`config.mk`:
```
export PLATFORM = sky130hd
export DESIGN_NAME = gb3c_cell
export DESIGN_NICKNAME = d
export VERILOG_FILES = /design/src/rtl/core/gb3c_pkg.sv /design/src/rtl/core/gb3c_cell.sv
export SDC_FILE = /design/constraint.sdc
export NUM_CORES = 1
export LEC_CHECK = 0
export BUFFER_PORTS_ARGS = -buffer_cell sky130_fd_sc_hd__buf_2
export CAP_MARGIN = 30
export CORE_UTILIZATION = 44
export DETAILED_ROUTE_END_ITERATION = 10
export HOLD_SLACK_MARGIN = 0.1
export PLACE_DENSITY = 0.78
export SETUP_SLACK_MARGIN = 0.02
export SLEW_MARGIN = 0
export SYNTH_ARGS = -nofsm -noshare
export SYNTH_HDL_FRONTEND = slang
export SYNTH_SLANG_ARGS = --single-unit
```
`constraint.sdc`:
```
create_clock -name clk -period 1.3 [get_ports clk]
set_clock_uncertainty 0.05 [all_clocks]
set_input_delay 0.26 -clock clk [delete_from_list [all_inputs] [get_ports clk]]
set_output_delay 0.26 -clock clk [all_outputs]
set_load 0.02 [all_outputs]
```
`src/rtl/core/gb3c_pkg.sv`:
```
// gb3c_pkg: shared types, constants and the kernel arithmetic of the 3x3 blur
// no dependencies; used by every module of the block but gb3c_ram
package gb3c_pkg;

	localparam int PIX_W      = 24;
	localparam int LINE_W     = 2 * PIX_W;
	localparam int FW_W       = 11;
	localparam int FH_W       = 13;
	localparam int CFG_IDX_W  = 2;
	localparam int CFG_DATA_W = 13;
	localparam int MAX_HEIGHT = 4096;

	// configuration register indexes
	localparam logic [CFG_IDX_W-1:0] CFG_WIDTH  = 2'd0;
	localparam logic [CFG_IDX_W-1:0] CFG_HEIGHT = 2'd1;
	localparam logic [CFG_IDX_W-1:0] CFG_MODE   = 2'd2;

	localparam logic [FW_W-1:0] FW_RESET = 11'd640;
	localparam logic [FH_W-1:0] FH_RESET = 13'd480;
	localparam logic            CM_RESET = 1'b1;

	typedef logic [PIX_W-1:0] pix_t;

	// one window column, rows above, at and below the output row
	typedef struct packed {
		pix_t top;
		pix_t mid;
		pix_t bot;
	} col_t;

	// per-item control carried down the pipeline
	typedef struct packed {
		logic emit;
		logic left;
		logic right;
		logic top;
		logic bot;
		logic fend;
	} flag_t;

	// weighted sum [1 2 1; 2 4 2; 1 2 1] of one channel, divided by 16
	function automatic logic [7:0] blur_chan(input col_t l, input col_t c, input col_t r,
		input logic [1:0] k);
		logic [4:0]  base;
		logic [11:0] corners;
		logic [11:0] edges;
		logic [11:0] sum;
		base    = {k, 3'b000};
		corners = 12'(l.top[base +: 8]) + 12'(r.top[base +: 8])
			+ 12'(l.bot[base +: 8]) + 12'(r.bot[base +: 8]);
		edges   = 12'(c.top[base +: 8]) + 12'(l.mid[base +: 8])
			+ 12'(r.mid[base +: 8]) + 12'(c.bot[base +: 8]);
		sum     = corners + (edges << 1) + (12'(c.mid[base +: 8]) << 2);
		return sum[11:4];
	endfunction

endpackage

```
`src/rtl/core/gb3c_cell.sv`:
```
// gb3c_cell: one column of the 3x3 window, shifts to its left neighbor
// depends on gb3c_pkg
module gb3c_cell (
	input  logic           clk,
	input  logic           arst_n,
	input  logic           shift,
	input  gb3c_pkg::col_t col_in,
	input  logic           top_clamp,
	input  logic           bot_clamp,
	output gb3c_pkg::col_t col_q,
	output gb3c_pkg::col_t col_vert
);
	import gb3c_pkg::*;

	always_ff @(posedge clk or negedge arst_n) begin
		if (!arst_n) begin
			col_q <= '0;
		end else if (shift) begin
			col_q <= col_in;
		end
	end

	// rows outside the frame take the middle row
	always_comb begin
		col_vert     = col_q;
		if (top_clamp) begin
			col_vert.top = col_q.mid;
		end
		if (bot_clamp) begin
			col_vert.bot = col_q.mid;
		end
	end

endmodule
```
# ---- After elaboration in Yosys (flattened, before gate mapping)
# Cells that the tools add are included.
# W data, S select, Z words.
dict set report word_totals {
  input_bits 77
  output_inout_bits 144
  ff_bits 72
}
dict set report op_classes {
  mux 2
}
# cell n
set op_table {}
lappend op_table {{$mux W24} 2}

# ---- Longest topological paths before layout
# Gate-level depths: netlist (run 1).
dict set report depth {
  word_depth 1
  mapped_depth 3
  depth_no_buf 1
}

# ---- Worst setup path before layout (run 1)
# No wires, ideal clock.
dict set report synth_path {
  kind {input port to output port}
  startpoint {input top_clamp}
  endpoint {output col_vert[51] (netlist name)}
  slack_ps 88
  n_path_buf 2
  required_time_ps 990
  stages 3
  arrival_time_ps 902
  cell_sequence {buf_6 -> buf_6 -> mux2_2}
}
# item line_no
set synth_lines {}
lappend synth_lines {{start: declaration} gb3c_cell.sv:8} ;# input logic top_clamp,
lappend synth_lines {{end: declaration} gb3c_cell.sv:11} ;# output gb3c_pkg::col_t col_vert

==> impl_results.md, run 1 <==
* Outcome: complete, but fails checks
* Post-route worst setup slack at -210 ps
* Synthesized flop and latch total at 72
* Setup slack at placement at -90.3 ps
* Switching power share of the total at 30.2%
* Number of top-level pins at 221
* Slew of the pin with the lowest slew margin at 393 ps
* Post-Place Cells at 526
* Critical Path AT at 1200 ps
* Lkg Pwr at 3.60 nW
* Final critical path time including I/O delays and setup at 1510 ps
* Fraction of layout cells with a size suffix above 1 at 79.4%
* Post-synthesis average cell area at 16.7 µm²
* Top register by number of flip-flops: col_q
* Vias in the first global route at 3134
* Wire length of the first global-routing pass at 16.5 mm
* Switching pwr at 2.46 mW
* GR Overflow Total at 0
* Part of the total power dissipated in sequential elements at 33.4%
* H-tree level count at 3
* Origin of the critical flop-to-flop path: col_q[29]
* Register area at 1810 µm²
* Number of flip-flops in the largest register at 72
* Sum of negative setup slack at -10260 ps
* DR DRC count at 0
* Most used routing layer in global routing: met2
* Max Buffers Root-to-Sink at 2
* Total core area at 8340 µm²
* Die area at 9130 µm²
* Class of the most critical hold timing path: in2reg
* Total wirelength of the detailed-routed design at 12.9 mm
* Worst-path fanout max at 4
* Clock tree from TritonCTS: yes
* Number of violations reported at the end of detailed-routing iteration 0 at 53
* Register-to-register path setup slack at 70 ps
* Average wire per cell in the routed design at 20.0 µm
* Gate count after technology mapping at 230
* Root Buffer: sky130_fd_sc_hd__clkbuf_8
* Nets at 612
* Kind of start point of the critical path: flop
* Detailed-placement wirelength estimate at 6.34 mm
* Crit Path Class: reg2out
* Overall Global Routing Usage at 24.4%
* Initial Utilization at 46.2%
* Worst path required time at 990 ps
* Area after detailed placement at 4830 µm²
* Inserted Clock Buffers at 9
* Unrepaired setup endpoints after global routing: yes
* Remaining max-slew budget at the tightest pin at 73.8%
* Area added between synthesis and finish at 79.2%
* Antenna violations before repair at 0
* GRT met2 Usage at 46.8%
* Area of the multi-input gates at 1790 µm²
* Number of standard-cell rows in the floorplan at 33
* Total iterations of the first detailed-routing run at 4
* Crit. Startpoint: col_q[37]
* Cell type with the highest aggregate area in the netlist: sky130_fd_sc_hd__dfrtp_1
* Number of vias per cell after detailed routing at 4.82
* Crit path capture type: primary output
* Peak supply drop at 0.000701 V
* Post-route ant nets at 0
* Reported max-cap violation count at 0
* Power density of the placed cells at 1180 nW/µm²
* Die Span X at 95.6 µm
* Internal portion of total power at 5.69 mW
* Tcrit/Tclk final at 116%
* Antenna Diode Count at 0
* Total count of max-transition violations in the final report at 0
* Overall power consumption at 8.15 mW
* Filler Cells Inserted at 413
* Final design instance area without fill at 6900 µm²
* Number of standard cells in the final layout excluding fillers at 645
* Final weighted congestion in routability-driven placement at 0.733
* Count of buffers from port buffering at 220
* Cell types with the largest area share after synthesis: sky130_fd_sc_hd__dfrtp_1 (47%), sky130_fd_sc_hd__mux2_4 (31%), sky130_fd_sc_hd__mux2_2 (12%), sky130_fd_sc_hd__buf_4 (4.7%), sky130_fd_sc_hd__buf_12 (3.6%)
* Met1 Usage GRT at 26.7%
* Registers with the highest flip-flop counts: col_q (72)
* Number of distinct library cell variants in the gate-level netlist after synthesis at 6
* Pin count of the biggest net entering global routing at 73
* Setup violations, final at 93
* Number of vias after detailed routing at 3111
* Warnings from Yosys at 0
* Post-Syn Nets at 307
* Area share of the largest cell type after synthesis at 46.8%
* Post-route worst hold slack at 123 ps
* Overall die height at 95.6 µm
* Combinational fraction of design power at 39.7%
* Clock edge transition at the registers on the reported setup and hold paths at 80 ps
* Clock latency of the later-clocked register in the worst-skew pair at 310 ps
* Endpoints failing hold at 0
* Share of the core filled with cells at 82.8%
* Failing checks: setup timing
* Origin of the worst min-delay path: col_in[20]
* Post-synthesis sequential area ratio at 46.8%
* Clock network fraction of total power at 26.9%
* Total number of clock tree sinks at 72
* Met3 track demand over resource in global routing at 4.63%
* Cell area after synthesis at 3850 µm²
* F_max at 662 MHz
==> power by group through the flow <==
stage	clock network, mW	registers (mW)	logic, mW
3_3_place_gp	0	2.71	2.03
4_1_cts	2.25	2.68	2.82
3_5_place_dp	0	2.73	2.06
2_1_floorplan	0	2.96	1.20
6_report	2.19	2.72	3.24
5_1_grt	2.33	2.75	3.37
==> placed cells by master (no fill, tap or decap), types with 2 or more instances in the layout <==
cell and n:
sky130_fd_sc_hd__buf_12 6, sky130_fd_sc_hd__clkbuf_8 11, sky130_fd_sc_hd__mux2_4 118, sky130_fd_sc_hd__dfrtp_1 64, sky130_fd_sc_hd__bufinv_16 3, sky130_fd_sc_hd__mux2_2 2, sky130_fd_sc_hd__dlygate4sd3_1 47, sky130_fd_sc_hd__buf_6 134
sky130_fd_sc_hd__buf_4 35, sky130_fd_sc_hd__buf_2 110, sky130_fd_sc_hd__dfrtp_2 8
==> Yosys cell counts <==
library cell and count:
sky130_fd_sc_hd__buf_4 24, sky130_fd_sc_hd__buf_12 7, sky130_fd_sc_hd__dfrtp_1 72, sky130_fd_sc_hd__buf_6 7, sky130_fd_sc_hd__mux2_4 80, sky130_fd_sc_hd__mux2_2 40
==> critical path, stage by stage (launching register included) <==
cell and delay (ps):
sky130_fd_sc_hd__dfrtp_1 440, sky130_fd_sc_hd__mux2_4 300, sky130_fd_sc_hd__buf_6 140
==> cell families (layout without fill, tap and decap cells) <==
logic type | count (synthesis) | in the layout | synth area share, %
DFF | 72 | 72 | 46.8
buffers and inverters | 38 | 348 | 10.4
muxes | 120 | 120 | 42.9
==> final cells by class <==
class / count / area share [%]
tap: 105 / 1.90
multi-input combinational: 120 / 26.0
timing repair buffer: 332 / 42.2
clock inverter: 5 / 1.49
sequential: 72 / 26.2
clock buffer: 11 / 2.19
==> path summary, 6_finish.rpt <==
check | end | cells after the start
min | col_q[20] | 2
max | col_vert[13] | 2
min reg2reg | col_q[67] | 1
max reg2reg | col_q[29] | 4
min in group asynchronous | col_q[14] | 3
max in group asynchronous | col_q[24] | 3
==> repair_timing <==
item                                    CTS  global route
gates resized for setup                 192           104
hold endpoints to repair                112             6
pin swaps                                 0             0
endpoints found under the setup margin   60           109
hold buffers                             41             6
setup buffers                            31            33
==> metal layers <==
layer	wire [µm]	up-vias	part of all wire, %
met5	0	-	0
met4	279	0	2.2
met3	691	23	5.3
met2	7400	131	57
met1	4550	1560	35
li1	-	1397	-
Power figures use the tool's default switching activity.
==> inputs of run 2 (changes only) <==
--- a/config.mk
+++ b/config.mk
@@ -7,6 +7,7 @@
 export LEC_CHECK = 0
 export BUFFER_PORTS_ARGS = -buffer_cell sky130_fd_sc_hd__buf_2
 export CAP_MARGIN = 30
+export CORE_MARGIN = 3
 export CORE_UTILIZATION = 44
 export DETAILED_ROUTE_END_ITERATION = 10
 export HOLD_SLACK_MARGIN = 0.1
@@ -16,3 +17,4 @@
 export SYNTH_ARGS = -nofsm -noshare
 export SYNTH_HDL_FRONTEND = slang
 export SYNTH_SLANG_ARGS = --single-unit
+export TNS_END_PERCENT = 100
==> constraint.sdc (replaced) <==
create_clock -name clk -period 1.5 [get_ports clk]
set_clock_uncertainty 0.05 [all_clocks]
set_input_delay 0.3 -clock clk [delete_from_list [all_inputs] [get_ports clk]]
set_output_delay 0.3 -clock clk [all_outputs]
set_load 0.02 [all_outputs]
==> impl_results.md, run 2 (synthesis results as in run 1) <==
* F_max at 644 MHz
* Overall Global Routing Usage at 21.7% (-2.6 points)
* Root Buffer: sky130_fd_sc_hd__clkbuf_8
* Die area at 9910 µm² (+8.5%)
* Critical Path AT at 1200 ps (about the same)
* Hold Path Stages at 2 (unchanged)
* Reported max-cap violation count at 0 (unchanged)
* Wire length of the first global-routing pass at 16.8 mm (+2.0%)
* Final design instance area without fill at 6040 µm² (-13%)
* Pin count of the biggest net entering global routing at 73 (unchanged)
* Number of violations reported at the end of detailed-routing iteration 0 at 81 (+53%)
* Outcome: complete, but fails checks
* Inserted Clock Buffers at 9 (unchanged)
* Total core area at 8340 µm² (unchanged)
* Length in cells of the worst reg-to-reg path at 3 (-1)
* Crit. Startpoint: col_q[38]
* Kind of start point of the critical path: flop
* Number of flip-flops in the largest register at 72 (unchanged)
* Average wire per cell in the routed design at 18.6 µm (-7.2%)
* Total iterations of the first detailed-routing run at 4 (unchanged)
* Most frequent cells in the layout: sky130_fd_sc_hd__buf_2 (169), sky130_fd_sc_hd__mux2_4 (118), sky130_fd_sc_hd__dfrtp_1 (71)
* Failing checks: setup timing
* Area added between synthesis and finish at 56.7%
* Nets at 572 (-6.5%)
* Setup violations, final at 40 (-57%)
* GR Overflow Total at 0 (unchanged)
* Detailed-placement wirelength estimate at 7.19 mm (+13%)
* Leading cell type in the layout, fill and taps excluded: sky130_fd_sc_hd__buf_2
* Unrepaired setup endpoints after global routing: yes
* Tcrit/Tclk final at 104%
* H-tree level count at 3 (unchanged)
* Post-route worst setup slack at -52.9 ps (+157 ps)
* Number of standard-cell rows in the floorplan at 33 (unchanged)
* Count of buffers from port buffering at 220 (unchanged)
* Antenna Diode Count at 0 (unchanged)
* Final weighted congestion in routability-driven placement at 0.744 (+1.5%)
* Endpoints failing hold at 0 (unchanged)
* Fraction of layout cells with a size suffix above 1 at 85.6% (+6.2 points)
* Initial Utilization at 46.2% (unchanged)
* Class of the most critical hold timing path: in2reg
* Remaining max-slew budget at the tightest pin at 73.9% (+0.13 points)
* Number of vias per cell after detailed routing at 4.83 (about the same)
* Clock edge transition at the registers on the reported setup and hold paths at 80 ps (about the same)
* Total number of clock tree sinks at 72 (unchanged)
* Max Buffers Root-to-Sink at 2 (unchanged)
* Number of vias after detailed routing at 2920 (-6.1%)
* Origin of the worst min-delay path: col_in[21]
* Peak supply drop at 0.000578 V (-17%)
* Final critical path time including I/O delays and setup at 1550 ps
* Antenna violations before repair at 0 (unchanged)
* Origin of the critical flop-to-flop path: col_q[30]
* Lkg Pwr at 3.30 nW (-8.4%)
* Sum of negative setup slack at -787 ps (+9480 ps)
* Crit Path Class: reg2out
* Clock latency of the later-clocked register in the worst-skew pair at 340 ps (+30 ps)
* Post-route ant nets at 0 (unchanged)
* Vias in the first global route at 3123 (-0.35%)
* Total wirelength of the detailed-routed design at 11.2 mm (-13%)
* Overall die height at 99.6 µm (+4.2%)
* Setup slack at placement at 17.8 ps (+108 ps)
* Clock tree from TritonCTS: yes
* Share of the core filled with cells at 72.4% (-10 points)
* Crit path capture type: primary output
* Worst path required time at 1150 ps (+160 ps)
* Worst-path fanout max at 4 (unchanged)
* Number of top-level pins at 221 (unchanged)
* Overall power consumption at 6.67 mW (-18%)
* Total count of max-transition violations in the final report at 0 (unchanged)
* Power density of the placed cells at 1100 nW/µm² (-6.4%)
* DR DRC count at 0 (unchanged)
* Slew of the pin with the lowest slew margin at 391 ps (-1.93 ps)
* Area after detailed placement at 4860 µm² (+0.52%)
* Registers with the highest flip-flop counts: col_q (72)
* Die Span X at 99.6 µm (+4.2%)
* Top register by number of flip-flops: col_q
run 2: cell types whose count changed in the layout (fill, tap and decap cells not counted), sizes merged:
cell,previous run,this run
buf,285,291
dlygate4sd3,47,1
run 2: repair_timing:
item / CTS / global route
endpoints found under the hold margin: 72 / 0
hold buffers: 1 / 0
endpoints found under the setup margin: 48 / 50
resized for setup: 133 / 4
buffers inserted: 49 / 13
run 2: worst max-delay path, cell delays in order, from the launching register on:
cell and delay, ps:
sky130_fd_sc_hd__dfrtp_2 440, sky130_fd_sc_hd__mux2_4 280, sky130_fd_sc_hd__buf_6 130
run 2: worst paths after layout:
check / endpoint / slack [ps]
setup / recovery: col_vert[62] / -50
hold reg to reg: col_q[55] / 490
min in group asynchronous: col_q[16] / 450
max in group asynchronous: col_q[51] / 630
setup reg to reg: col_q[30] / 380
hold / removal: col_q[21] / 130
run 2: area by class of cell:
cell class / count / area, µm²
fill: 543 / 2300
timing repair buffer: 292 / 2060
sequential: 72 / 1800
multi-input combinational: 120 / 1790
clock buffer: 11 / 151
tap: 105 / 131
clock inverter: 5 / 103
run 2: through the flow:
| step | cells | hold slack (ps) |
|---|---|---|
| after CTS | 592 | 116 |
| after floorplan | 230 | -45.6 |
| after global placement | 526 | 287 |
| final | 605 | 134 |
| after detailed placement | 526 | 292 |
| after global routing | 605 | 112 |
run 2: routing by layer:
metal / up-vias / GRT usage, % / wire, µm
li1: 1317 / - / -
met1: 1475 / 24.4 / 4170
met2: 115 / 40.8 / 6210
met3: 13 / 5.40 / 700
met4: 0 / 5.57 / 165
met5: - / 0 / 0
run 2: where the power goes:
part	total [mW]	internal (mW)	switching [mW]
Sequential	2.31	2.14	0.175
Combinational	2.45	1.31	1.14
Clock	1.91	1.19	0.721
Total	6.67	4.64	2.03
